$ cat config.mk
export PLATFORM = sky130hd
export DESIGN_NAME = tensor_border_index_map
export DESIGN_NICKNAME = d
export VERILOG_FILES = /design/src/rtl/tbim_pkg.sv /design/src/rtl/tbim_cfg_regs.sv /design/src/rtl/tbim_front.sv /design/src/rtl/tbim_rem_pipe.sv /design/src/rtl/tbim_back.sv /design/src/rtl/tensor_border_index_map.sv
export SDC_FILE = /design/constraint.sdc
export NUM_CORES = 2
export LEC_CHECK = 0
export BUFFER_PORTS_ARGS = -buffer_cell sky130_fd_sc_hd__buf_4
export CORE_ASPECT_RATIO = 0.8
export CORE_UTILIZATION = 29
export DETAILED_ROUTE_END_ITERATION = 10
export GPL_TIMING_DRIVEN = 0
export PLACE_DENSITY_LB_ADDON = 0.1
export RECOVER_POWER = 25
export SYNTH_ARGS = -nofsm -noshare
export SYNTH_HDL_FRONTEND = slang
export SYNTH_SLANG_ARGS = --single-unit
$ cat constraint.sdc
create_clock -name clk -period 6.2 [get_ports clk]
set_input_delay 0.62 -clock clk [delete_from_list [all_inputs] [get_ports clk]]
set_output_delay 0.62 -clock clk [all_outputs]
set_load 0.02 [all_outputs]
$ cat src/rtl/tbim_pkg.sv
// Shared types, constants and a helper function for the tensor border index map.
// Used by every module of the block; depends on nothing else.
`timescale 1ns / 1ps

package tbim_pkg;

  localparam int NUM_DIMS   = 3;
  localparam int MAX_EXTENT = 4096;
  localparam int DIM_SLOTS  = 3;

  localparam int COORD_W    = 14;
  localparam int SIZE_W     = 13;
  localparam int BORDER_W   = 12;
  localparam int SRC_W      = 12;
  localparam int MODE_W     = 2;
  localparam int CFG_IDX_W  = 3;
  localparam int CFG_DATA_W = 13;

  localparam int EXT_W  = $clog2(MAX_EXTENT + 1);
  localparam int POS_W  = COORD_W + 1;
  localparam int VAL_W  = ((POS_W > EXT_W + 1) ? POS_W : EXT_W + 1) + 1;
  localparam int MAG_W  = COORD_W;
  localparam int REM_W  = MAG_W + EXT_W;
  localparam int CORR_W = (MAG_W > EXT_W) ? MAG_W : EXT_W;
  localparam int STEPS  = MAG_W;

  typedef enum logic [MODE_W-1:0] {
    MODE_ZERO,
    MODE_CYCLIC,
    MODE_REPLICATE,
    MODE_REFLECT
  } mode_t;

  typedef enum logic [CFG_IDX_W-1:0] {
    REG_BORDER_MODE,
    REG_SIZE_DIM0,
    REG_SIZE_DIM1,
    REG_SIZE_DIM2,
    REG_BORDER_DIM0,
    REG_BORDER_DIM1,
    REG_BORDER_DIM2
  } cfg_reg_t;

  typedef struct packed {
    logic [COORD_W-1:0] out_coord0;
    logic [COORD_W-1:0] out_coord1;
    logic [COORD_W-1:0] out_coord2;
  } req_t;

  typedef struct packed {
    logic [SRC_W-1:0] src_coord0;
    logic [SRC_W-1:0] src_coord1;
    logic [SRC_W-1:0] src_coord2;
    logic             is_zero_fill;
  } rsp_t;

  typedef struct packed {
    mode_t                              mode;
    logic [DIM_SLOTS-1:0][EXT_W-1:0]    size;
    logic [DIM_SLOTS-1:0][BORDER_W-1:0] border;
  } cfg_t;

  typedef logic [DIM_SLOTS-1:0][POS_W-1:0] pos_vec_t;

  typedef struct packed {
    logic                            flag;
    logic [DIM_SLOTS-1:0]            neg;
    logic [DIM_SLOTS-1:0][MAG_W-1:0] mag;
  } pipe_t;

  function automatic logic [EXT_W-1:0] eff_size(input logic [SIZE_W-1:0] raw);
    logic [31:0] w;
    w = 32'(raw);
    if (w == 32'd0) w = 32'd1;
    if (w > 32'(MAX_EXTENT)) w = 32'(MAX_EXTENT);
    return w[EXT_W-1:0];
  endfunction

endpackage

$ cat src/rtl/tbim_cfg_regs.sv
// Configuration register file for the border index map.
// Holds the border mode, clamped extents and border widths; uses tbim_pkg.
`timescale 1ns / 1ps

module tbim_cfg_regs (
  input  logic                            clk,
  input  logic                            rst,
  input  logic                            cfg_valid,
  output logic                            cfg_ready,
  input  logic [tbim_pkg::CFG_IDX_W-1:0]  cfg_index,
  input  logic [tbim_pkg::CFG_DATA_W-1:0] cfg_data,
  output tbim_pkg::cfg_t                  cfg
);
  import tbim_pkg::*;

  assign cfg_ready = 1'b1;

  always_ff @(posedge clk) begin
    if (rst) begin
      cfg.mode <= MODE_ZERO;
      for (int d = 0; d < DIM_SLOTS; d++) begin
        cfg.size[d]   <= eff_size(SIZE_W'(1));
        cfg.border[d] <= '0;
      end
    end else if (cfg_valid) begin
      case (cfg_index)
        REG_BORDER_MODE: cfg.mode      <= mode_t'(cfg_data[MODE_W-1:0]);
        REG_SIZE_DIM0:   cfg.size[0]   <= eff_size(cfg_data[SIZE_W-1:0]);
        REG_SIZE_DIM1:   cfg.size[1]   <= eff_size(cfg_data[SIZE_W-1:0]);
        REG_SIZE_DIM2:   cfg.size[2]   <= eff_size(cfg_data[SIZE_W-1:0]);
        REG_BORDER_DIM0: cfg.border[0] <= cfg_data[BORDER_W-1:0];
        REG_BORDER_DIM1: cfg.border[1] <= cfg_data[BORDER_W-1:0];
        REG_BORDER_DIM2: cfg.border[2] <= cfg_data[BORDER_W-1:0];
        default: begin
        end
      endcase
    end
  end

endmodule

$ cat src/rtl/tbim_front.sv
// Front two pipeline stages: border subtraction, then mode decode into a
// sign and magnitude ready for the remainder pipeline. Uses tbim_pkg.
`timescale 1ns / 1ps

module tbim_front (
  input  logic            clk,
  input  logic            rst,
  input  tbim_pkg::cfg_t  cfg,
  input  logic            req_valid,
  output logic            req_ready,
  input  tbim_pkg::req_t  req,
  output logic            out_valid,
  input  logic            out_ready,
  output tbim_pkg::pipe_t out_data
);
  import tbim_pkg::*;

  localparam logic signed [VAL_W-1:0] VAL_ONE = VAL_W'(1);

  logic                 a_valid;
  pos_vec_t             a_pos;
  pos_vec_t             a_pos_next;
  logic                 a_ready;
  logic                 b_valid;
  pipe_t                b_data;
  pipe_t                b_data_next;
  logic                 b_ready;
  logic [COORD_W-1:0]   coord [DIM_SLOTS];
  logic [DIM_SLOTS-1:0] flag_v;

  assign coord[0] = req.out_coord0;
  assign coord[1] = req.out_coord1;
  assign coord[2] = req.out_coord2;

  assign b_ready   = !b_valid || out_ready;
  assign a_ready   = !a_valid || b_ready;
  assign req_ready = a_ready;
  assign out_valid = b_valid;
  assign out_data  = b_data;

  for (genvar d = 0; d < DIM_SLOTS; d++) begin : g_dim
    if (d < NUM_DIMS) begin : g_act
      logic signed [VAL_W-1:0] pos_s;
      logic signed [VAL_W-1:0] n_s;
      logic signed [VAL_W-1:0] pos_neg;
      logic signed [VAL_W-1:0] refl;
      logic signed [VAL_W-1:0] refl_neg;
      logic                    below;
      logic                    above;

      assign a_pos_next[d] = POS_W'($signed(POS_W'(coord[d])) -
                                    $signed(POS_W'(cfg.border[d])));

      assign pos_s    = VAL_W'($signed(a_pos[d]));
      assign n_s      = $signed(VAL_W'(cfg.size[d]));
      assign below    = pos_s[VAL_W-1];
      assign above    = pos_s >= n_s;
      assign pos_neg  = -pos_s;
      assign refl     = (n_s <<< 1) - pos_s - VAL_ONE;
      assign refl_neg = pos_s - (n_s <<< 1) + VAL_ONE;

      always_comb begin
        flag_v[d]             = 1'b0;
        b_data_next.neg[d]    = 1'b0;
        b_data_next.mag[d]    = MAG_W'(a_pos[d]);
        case (cfg.mode)
          MODE_ZERO: begin
            if (below || above) begin
              flag_v[d]          = 1'b1;
              b_data_next.mag[d] = '0;
            end
          end
          MODE_CYCLIC: begin
            if (below) begin
              b_data_next.neg[d] = 1'b1;
              b_data_next.mag[d] = MAG_W'(pos_neg);
            end
          end
          MODE_REPLICATE: begin
            if (below) begin
              b_data_next.mag[d] = '0;
            end else if (above) begin
              b_data_next.mag[d] = MAG_W'(n_s - VAL_ONE);
            end
          end
          MODE_REFLECT: begin
            if (below) begin
              b_data_next.mag[d] = MAG_W'(pos_neg);
            end else if (above) begin
              if (refl[VAL_W-1]) begin
                b_data_next.neg[d] = 1'b1;
                b_data_next.mag[d] = MAG_W'(refl_neg);
              end else begin
                b_data_next.mag[d] = MAG_W'(refl);
              end
            end
          end
          default: begin
          end
        endcase
      end
    end else begin : g_idle
      assign a_pos_next[d]      = '0;
      assign flag_v[d]          = 1'b0;
      assign b_data_next.neg[d] = 1'b0;
      assign b_data_next.mag[d] = '0;
    end
  end

  assign b_data_next.flag = |flag_v;

  always_ff @(posedge clk) begin
    if (rst) begin
      a_valid <= 1'b0;
      b_valid <= 1'b0;
    end else begin
      if (a_ready) a_valid <= req_valid;
      if (b_ready) b_valid <= a_valid;
    end
  end

  always_ff @(posedge clk) begin
    if (req_valid && a_ready) a_pos <= a_pos_next;
    if (a_valid && b_ready) b_data <= b_data_next;
  end

endmodule

$ cat src/rtl/tbim_rem_pipe.sv
// Remainder pipeline: one conditional subtract of the shifted extent per
// stage, quotient bit by quotient bit from the top. Uses tbim_pkg.
`timescale 1ns / 1ps

module tbim_rem_pipe (
  input  logic                                          clk,
  input  logic                                          rst,
  input  logic [tbim_pkg::DIM_SLOTS-1:0][tbim_pkg::EXT_W-1:0] size,
  input  logic                                          in_valid,
  output logic                                          in_ready,
  input  tbim_pkg::pipe_t                               in_data,
  output logic                                          out_valid,
  input  logic                                          out_ready,
  output tbim_pkg::pipe_t                               out_data
);
  import tbim_pkg::*;

  logic  vld [STEPS];
  pipe_t dat [STEPS];
  logic  rdy [STEPS];

  assign in_ready  = rdy[0];
  assign out_valid = vld[STEPS-1];
  assign out_data  = dat[STEPS-1];

  for (genvar i = 0; i < STEPS; i++) begin : g_step
    localparam int K = STEPS - 1 - i;
    logic  src_v;
    pipe_t src_d;
    pipe_t step_next;

    if (i == 0) begin : g_first
      assign src_v = in_valid;
      assign src_d = in_data;
    end else begin : g_mid
      assign src_v = vld[i-1];
      assign src_d = dat[i-1];
    end

    if (i == STEPS - 1) begin : g_last
      assign rdy[i] = !vld[i] || out_ready;
    end else begin : g_chain
      assign rdy[i] = !vld[i] || rdy[i+1];
    end

    always_comb begin
      logic [REM_W-1:0] dv;
      logic [REM_W-1:0] r;
      step_next = src_d;
      for (int d = 0; d < DIM_SLOTS; d++) begin
        dv = REM_W'(size[d]) << K;
        r  = REM_W'(src_d.mag[d]);
        if (r >= dv) begin
          step_next.mag[d] = MAG_W'(r - dv);
        end
      end
    end

    always_ff @(posedge clk) begin
      if (rst) begin
        vld[i] <= 1'b0;
      end else if (rdy[i]) begin
        vld[i] <= src_v;
      end
    end

    always_ff @(posedge clk) begin
      if (src_v && rdy[i]) dat[i] <= step_next;
    end
  end

endmodule

$ cat src/rtl/tbim_back.sv
// Output stage: turns a remainder of a negative value into its non-negative
// wrap, applies the zero-fill flag and registers the result. Uses tbim_pkg.
`timescale 1ns / 1ps

module tbim_back (
  input  logic                                          clk,
  input  logic                                          rst,
  input  logic [tbim_pkg::DIM_SLOTS-1:0][tbim_pkg::EXT_W-1:0] size,
  input  logic                                          in_valid,
  output logic                                          in_ready,
  input  tbim_pkg::pipe_t                               in_data,
  output logic                                          rsp_valid,
  input  logic                                          rsp_ready,
  output tbim_pkg::rsp_t                                rsp
);
  import tbim_pkg::*;

  logic [SRC_W-1:0] src [DIM_SLOTS];
  rsp_t             rsp_next;

  assign in_ready = !rsp_valid || rsp_ready;

  for (genvar d = 0; d < DIM_SLOTS; d++) begin : g_dim
    if (d < NUM_DIMS) begin : g_act
      logic [CORR_W-1:0] corr;
      logic [CORR_W-1:0] res;
      assign corr = CORR_W'(size[d]) - CORR_W'(in_data.mag[d]);
      assign res  = (in_data.neg[d] && (in_data.mag[d] != '0)) ? corr
                                                               : CORR_W'(in_data.mag[d]);
      assign src[d] = in_data.flag ? '0 : SRC_W'(res);
    end else begin : g_idle
      assign src[d] = '0;
    end
  end

  assign rsp_next.src_coord0   = src[0];
  assign rsp_next.src_coord1   = src[1];
  assign rsp_next.src_coord2   = src[2];
  assign rsp_next.is_zero_fill = in_data.flag;

  always_ff @(posedge clk) begin
    if (rst) begin
      rsp_valid <= 1'b0;
    end else if (in_ready) begin
      rsp_valid <= in_valid;
    end
  end

  always_ff @(posedge clk) begin
    if (in_valid && in_ready) rsp <= rsp_next;
  end

endmodule

$ cat src/rtl/tensor_border_index_map.sv
// A request passes the front stages, the 14-stage remainder pipeline (one
// quotient bit per stage; it sets the depth) and the output register. One
// transaction per cycle while rsp_ready is high; every stage can stall alone.
// Reset (synchronous) empties the pipeline and sets zero mode, extents of 1
// and border widths of 0. Configuration writes are taken in every cycle.
// Top level; instantiates tbim_cfg_regs, tbim_front, tbim_rem_pipe, tbim_back.
`timescale 1ns / 1ps

module tensor_border_index_map (
  input  logic                            clk,
  input  logic                            rst,
  input  logic                            cfg_valid,
  output logic                            cfg_ready,
  input  logic [tbim_pkg::CFG_IDX_W-1:0]  cfg_index,
  input  logic [tbim_pkg::CFG_DATA_W-1:0] cfg_data,
  input  logic                            req_valid,
  output logic                            req_ready,
  input  tbim_pkg::req_t                  req,
  output logic                            rsp_valid,
  input  logic                            rsp_ready,
  output tbim_pkg::rsp_t                  rsp
);
  import tbim_pkg::*;

  cfg_t  cfg;
  logic  f_valid;
  logic  f_ready;
  pipe_t f_data;
  logic  r_valid;
  logic  r_ready;
  pipe_t r_data;

  tbim_cfg_regs u_cfg (
    .clk       (clk),
    .rst       (rst),
    .cfg_valid (cfg_valid),
    .cfg_ready (cfg_ready),
    .cfg_index (cfg_index),
    .cfg_data  (cfg_data),
    .cfg       (cfg)
  );

  tbim_front u_front (
    .clk       (clk),
    .rst       (rst),
    .cfg       (cfg),
    .req_valid (req_valid),
    .req_ready (req_ready),
    .req       (req),
    .out_valid (f_valid),
    .out_ready (f_ready),
    .out_data  (f_data)
  );

  tbim_rem_pipe u_rem (
    .clk       (clk),
    .rst       (rst),
    .size      (cfg.size),
    .in_valid  (f_valid),
    .in_ready  (f_ready),
    .in_data   (f_data),
    .out_valid (r_valid),
    .out_ready (r_ready),
    .out_data  (r_data)
  );

  tbim_back u_back (
    .clk       (clk),
    .rst       (rst),
    .size      (cfg.size),
    .in_valid  (r_valid),
    .in_ready  (r_ready),
    .in_data   (r_data),
    .rsp_valid (rsp_valid),
    .rsp_ready (rsp_ready),
    .rsp       (rsp)
  );

endmodule

==> Word-level counts from Yosys, hierarchy flattened <==
Memory sizes are Yosys's and may differ from the RTL's.
Index checks and enable logic that the tools add are counted.
{ "totals": {"reg_bits": 208, "ram_bits": 658, "inputBits": 63, "out_inout_bits": 40, "elab_cells": 421, "n_memories": 2} }
{ "classes": {"n_addsub": 66, "order_cmp": 48, "n_eq_ne": 9, "n_mux": 189, "bitwise_logic": 14, "reduce_logical": 71} }
{ "mem_list": {"columns": ["name", "depth", "word_bits", "read_ports", "rd_clocked_by_memory_dff", "wr", "line_no", "text"], "rows": [
  ["u_rem.dat", 14, 46, 14, 0, 14, "tbim_rem_pipe.sv:19", "pipe_t dat [STEPS];"],
  ["u_rem.vld", 14, 1, 14, 0, 14, "tbim_rem_pipe.sv:18", "logic vld [STEPS];"]
]} }
{ "op_table": {"columns": ["cell", "n"], "rows": [
  ["14-bit 2-to-1 mux", 63],
  ["14-bit subtractor", 42],
  ["32-bit 2-to-1 mux", 9],
  ["14-bit case mux with 4 select lines", 3],
  ["1-bit 2-to-1 mux", 104],
  ["32-bit by 13-bit greater-than comparator with 1-bit output, second input constant", 3],
  ["14-bit by 26-bit greater-or-equal comparator with 1-bit output", 3],
  ["14-bit by 25-bit greater-or-equal comparator with 1-bit output", 3],
  ["14-bit by 24-bit greater-or-equal comparator with 1-bit output", 3],
  ["14-bit by 23-bit greater-or-equal comparator with 1-bit output", 3],
  ["14-bit by 22-bit greater-or-equal comparator with 1-bit output", 3],
  ["14-bit by 21-bit greater-or-equal comparator with 1-bit output", 3],
  ["14-bit by 20-bit greater-or-equal comparator with 1-bit output", 3],
  ["14-bit by 19-bit greater-or-equal comparator with 1-bit output", 3],
  ["14-bit by 18-bit greater-or-equal comparator with 1-bit output", 3],
  ["13-bit 2-to-1 mux", 4],
  ["14-bit by 17-bit greater-or-equal comparator with 1-bit output", 3],
  ["14-bit by 16-bit greater-or-equal comparator with 1-bit output", 3],
  ["15-bit by 15-bit subtractor with 16-bit output", 3],
  ["16-bit by 2-bit subtractor with 16-bit output, second input constant", 3],
  ["14-bit by 15-bit greater-or-equal comparator with 1-bit output", 3],
  ["15-bit by 14-bit greater-or-equal comparator with 1-bit output", 3],
  ["14-bit by 12-bit subtractor with 15-bit output", 3],
  ["14-bit by 2-bit adder with 14-bit output, second input constant", 3],
  ["23 further kinds", 118]
]} }

==> Depth between registers and ports, before layout <==
{ "logic_depth": {"ltp_word": 20, "ltp_mapped": 14, "depth_no_buf": 14} }

==> Modules after synthesis <==
A second synthesis with hierarchy kept.
{ "hier_totals": {"cells_unflattened": 5409, "area_unflattened_um2": 56948.4} }
{ "modules_own_cells": {"columns": ["module", "n_inst", "cells_each", "area_each_um2", "seq_area_each_um2"], "rows": [
  ["tbim_rem_pipe", 1, 3056, 37622.3, 19759.0],
  ["tbim_front", 1, 1584, 12916.1, 2772.7],
  ["tbim_back", 1, 406, 3495.9, 1131.1],
  ["tbim_cfg_regs", 1, 363, 2914.0, 1541.5]
]} }

==> Least setup slack after synthesis <==
OpenSTA, ideal clock, no wires.
{ "synth_path": {"path_type": "input to register", "from": "input rsp_ready", "to": "memory u_rem.vld[6][0] (netlist: u_rem.vld[3][0]) (data pin)", "setup_ns": 0.157, "arrival_time_ns": 5.288, "required_time_ns": 6.043, "path_slack_ns": 0.755, "stages": 6, "n_path_buf": 0, "path_cell_list": "and4b_1 -> and3_1 -> and3_1 -> and2_0 -> a21boi_0 -> and2_1"} }
{ "synth_lines": {"columns": ["item", "line_no", "text"], "rows": [
  ["start: declaration", "tensor_border_index_map.sv:20", "input logic rsp_ready,"],
  ["end: declaration", "tbim_rem_pipe.sv:18", null]
]} }

==> results.ini <==
[die]
core_area_um2 = 192400
die_w_um = 493.9
die_h_um = 395.6
rows = 144
dieArea_um2 = 195400
start_util = 0.2918
io_pins = 103

[synthesis]
syn-num-nets = 5959
yosys_most_used_dff = edfxtp_1
ys_ff_latch = 866
syn_area_um2 = 56150
syn-mean-instance-area_um2 = 10.57
ys_seq_area_frac = 0.4489
yosysUniqueCellTypes = 98
synth_edf_count = 786
async_reset_ff_frac = 0
yosys_warnings = 0
syn_inst = 5311

[detailed_routing]
final_antenna_net_count = 0
wire_per_inst_um = 24.15
drtPass1Iterations = 6
vias_per_cell = 5.222
drc_errors = 0
vias = 42790
postRouteWirelength_um = 197900
drtIter0Drc = 3863

[cells_and_area]
fin_nets = 6191
final_cell_area_um2 = 64470
final_core_util = 0.3350
syn_to_final_growth_pct = 14.82
final_layout_size_suffix_gt1_frac = 0.1029
register_area_um2 = 25210
multiInputGateArea_um2 = 29310
fillers = 19540

[place]
place_congestion = 0.9040
io_buffers = 100
dpl-instance-area_um2 = 60900
post-dp-hpwl_um = 148900

[clocking]
postCtsHoldBufs = 0
cts_buffer_depth = 3
clock_sinks = 866
cts_root_buf = clkbuf_16
numCtsBuffers = 100
clkLatencyLatePin_ps = 750
clkTransAtPathRegs_ps = 70
htreeDepth = 3
post_cts_buffers = 0
cts_tree = done
ctsResizeCount = 0

[worst_setup_path]
cp.required_ps = 6610
crit_buf_inv = 1
path_max_fanout = 14
reg2reg_to = u_front.out_data[5]$_DFFE_PP_
path_cells = inv_1 > ha_1 > nand2b_1 > a21oi_1 > o211ai_1 > a21oi_1 > o21ai_0 > nand2_1 > a2111oi_0 > o22ai_1
cpMaxStageDelayCell = a2111oi_0
worstRegToRegCells = 10
arrival_ps = 5670
worst_setup_path_end_kind = flop
cp-start-kind = flop
cp_slowest_stage_delay_ps = 880
crit_top_cell = a21oi_1
r2r_slack_ps = 940
reg2reg_from = u_cfg.cfg[38]$_SDFFE_PP0P_
critical_path_class = reg -> reg
cp_top_family = compound AO/OA/AOI/OAI gates

[timing]
tightest_slew_ps = 2342
slew_headroom = -0.5644
rsz0062_at_grt = no
fin_crit_sh = 0.8485
clock-skew-final_ps = 47.62
setup-violations-final = 0
hold_viol_final = 0
slew_viol_final = 13
fmax_mhz = 190.1
post-route-min-period_ps = 5261

[power]
irDropWorstVdd_mv = 0.2482
seqPwrFrac = 0.448
p_leak_nw = 23.62
switching_power_w = 0.003839
pwr-share-clk = 0.439
power.share.switching = 0.2624
pwr-share-comb = 0.113
p_int_w = 0.01079
power_density_nw_per_um2 = 226.9

[min_path]
min_to = u_cfg.cfg[24]$_SDFFE_PP0P_
min_path_cells = 3
min-delay-path-class = in -> reg
hp-start = cfg_data[0]

[global_route]
grt_pass1_vias = 41600
antenna_found_initial = 21
overflow = 0
grt_max_degree = 47
grt_first_pass_wirelength_um = 287800
track_usage = 0.2001

[run_status]
status = finished with violations
violations = max-capacitance violations, max-slew violations

[flow_run]
cap_violations = 1

==> sequential cells by signal (all words and copies together) (netlist names) <==
signal             cells
u_rem.dat            644
u_cfg.cfg             77
u_front.out_data      46
u_front.a_pos         45
u_back.rsp            37
u_rem.vld             14
u_back.rsp_valid       1
u_front.a_valid        1
u_front.out_valid      1
==> worst max-delay path by stage <==
stage | cells past startpoint | slack [ps] | to | from
after floorplan | 6 | 760 | u_rem.vld[3][0]$_DFFE_PP_ | rsp_ready
after global placement | 6 | -4280 | u_rem.dat[0][310]$_DFFE_PP_ | rsp_ready
after detailed placement | 10 | 1030 | u_front.out_data[5]$_DFFE_PP_ | u_cfg.cfg[38]$_SDFFE_PP0P_
after CTS | 11 | 1050 | u_front.out_data[5]$_DFFE_PP_ | u_cfg.cfg[42]$_SDFFE_PP0P_
after global routing | 12 | 590 | u_front.out_data[13]$_DFFE_PP_ | u_cfg.cfg[37]$_SDFFE_PP0P_
final | 10 | 940 | u_front.out_data[5]$_DFFE_PP_ | u_cfg.cfg[38]$_SDFFE_PP0P_
==> power by group through the flow <==
stage	combinational [W]	sequential [W]	clock, W
3_5_place_dp	0.00162	0.00667	0
5_1_grt	0.00182	0.00655	0.00680
3_3_place_gp	0.00160	0.00669	0
4_1_cts	0.00164	0.00655	0.00660
2_1_floorplan	0.00112	0.00660	0
6_report	0.00166	0.00655	0.00642
==> layer usage <==
metal,track usage,vias up,part of all wire
li1,-,20270,-
met5,0,-,0.000066
met3,0.02903,236,0.053
met4,0.05329,2,0.030
met2,0.2935,1211,0.41
met1,0.3023,21070,0.50
==> logic make-up after synthesis <==
logic type | count (synthesis) | synth area share
AND/OR/NAND/NOR | 1585 | 0.1393
AO/OA/AOI/OAI | 1207 | 0.1389
flip-flops | 866 | 0.4489
adder cells (fa/ha/maj) | 585 | 0.1368
buffers and inverters | 461 | 0.03120
XOR/XNOR | 329 | 0.05132
multiplexers | 277 | 0.05353
other | 1 | 0.00006679
==> Yosys cell counts, types with 23 or more instances <==
master | instances | area (um2)
a211oi_1 | 45 | 337.8
a21boi_0 | 46 | 345.3
a21o_1 | 106 | 795.8
a21oi_1 | 322 | 1612
a31oi_1 | 62 | 387.9
and2_1 | 23 | 143.9
and3_1 | 28 | 175.2
clkbuf_1 | 93 | 349.1
dfxtp_1 | 80 | 1602
edfxtp_1 | 786 | 23600
fa_1 | 48 | 960.9
ha_1 | 537 | 6719
inv_1 | 342 | 1284
mux2_2 | 185 | 2083
mux2i_1 | 91 | 910.9
nand2_1 | 457 | 1715
nand2b_1 | 71 | 444.2
nand3_1 | 90 | 450.4
nand4_1 | 59 | 369.1
nor2_1 | 351 | 1318
nor2b_1 | 120 | 750.7
nor3_1 | 150 | 750.7
nor4_1 | 68 | 425.4
nor4b_1 | 30 | 262.8
o211ai_1 | 31 | 232.7
o21a_1 | 58 | 435.4
o21ai_0 | 290 | 1451
o31ai_1 | 42 | 315.3
or3_1 | 51 | 319.1
xnor2_1 | 230 | 2014
xor2_1 | 99 | 867.1
==> through the flow <==
step,hold slack (ps),worst slack (ps),total power (W),cells,setup TNS [ps]
2_1_floorplan,400.3,755.1,0.007716,5311,0
3_3_place_gp,401.0,-4281,0.008286,7966,-630670
3_5_place_dp,404.5,1029,0.008292,7996,0
4_1_cts,125.0,1046,0.01479,8183,0
5_1_grt,149.5,588.8,0.01517,8184,0
6_report,190.2,939.4,0.01463,8194,0
==> worst register-to-register path: stages, from the launching register on <==
cell and delay (ps):
dfxtp_1 870, inv_1 750, ha_1 600, nand2b_1 150
a21oi_1 120, o211ai_1 230, a21oi_1 110, o21ai_0 480
nand2_1 360, a2111oi_0 880, o22ai_1 350
==> cell type report <==
class                   instances  share of cell area
flip-flops and latches        866              0.3911
plain buffers                 112            0.006832
clock inverters                70             0.01320
diodes                         11           0.0004270
multi-input cells            3984              0.4547
well taps                    2555             0.04959
repair buffers                130             0.02201
clock buffers                 117             0.04188
inverters                     349             0.02034
==> placed cells by master (no fill, tap or decap), types with 106 or more instances in the layout <==
| cell | n |
|---|---|
| a21o_1 | 106 |
| a21oi_1 | 322 |
| edfxtp_1 | 786 |
| ha_1 | 537 |
| inv_1 | 340 |
| mux2_2 | 185 |
| nand2_1 | 457 |
| nor2_1 | 351 |
| nor2b_1 | 115 |
| nor3_1 | 150 |
| o21ai_0 | 290 |
| xnor2_1 | 230 |
Power figures use the tool's default switching activity.
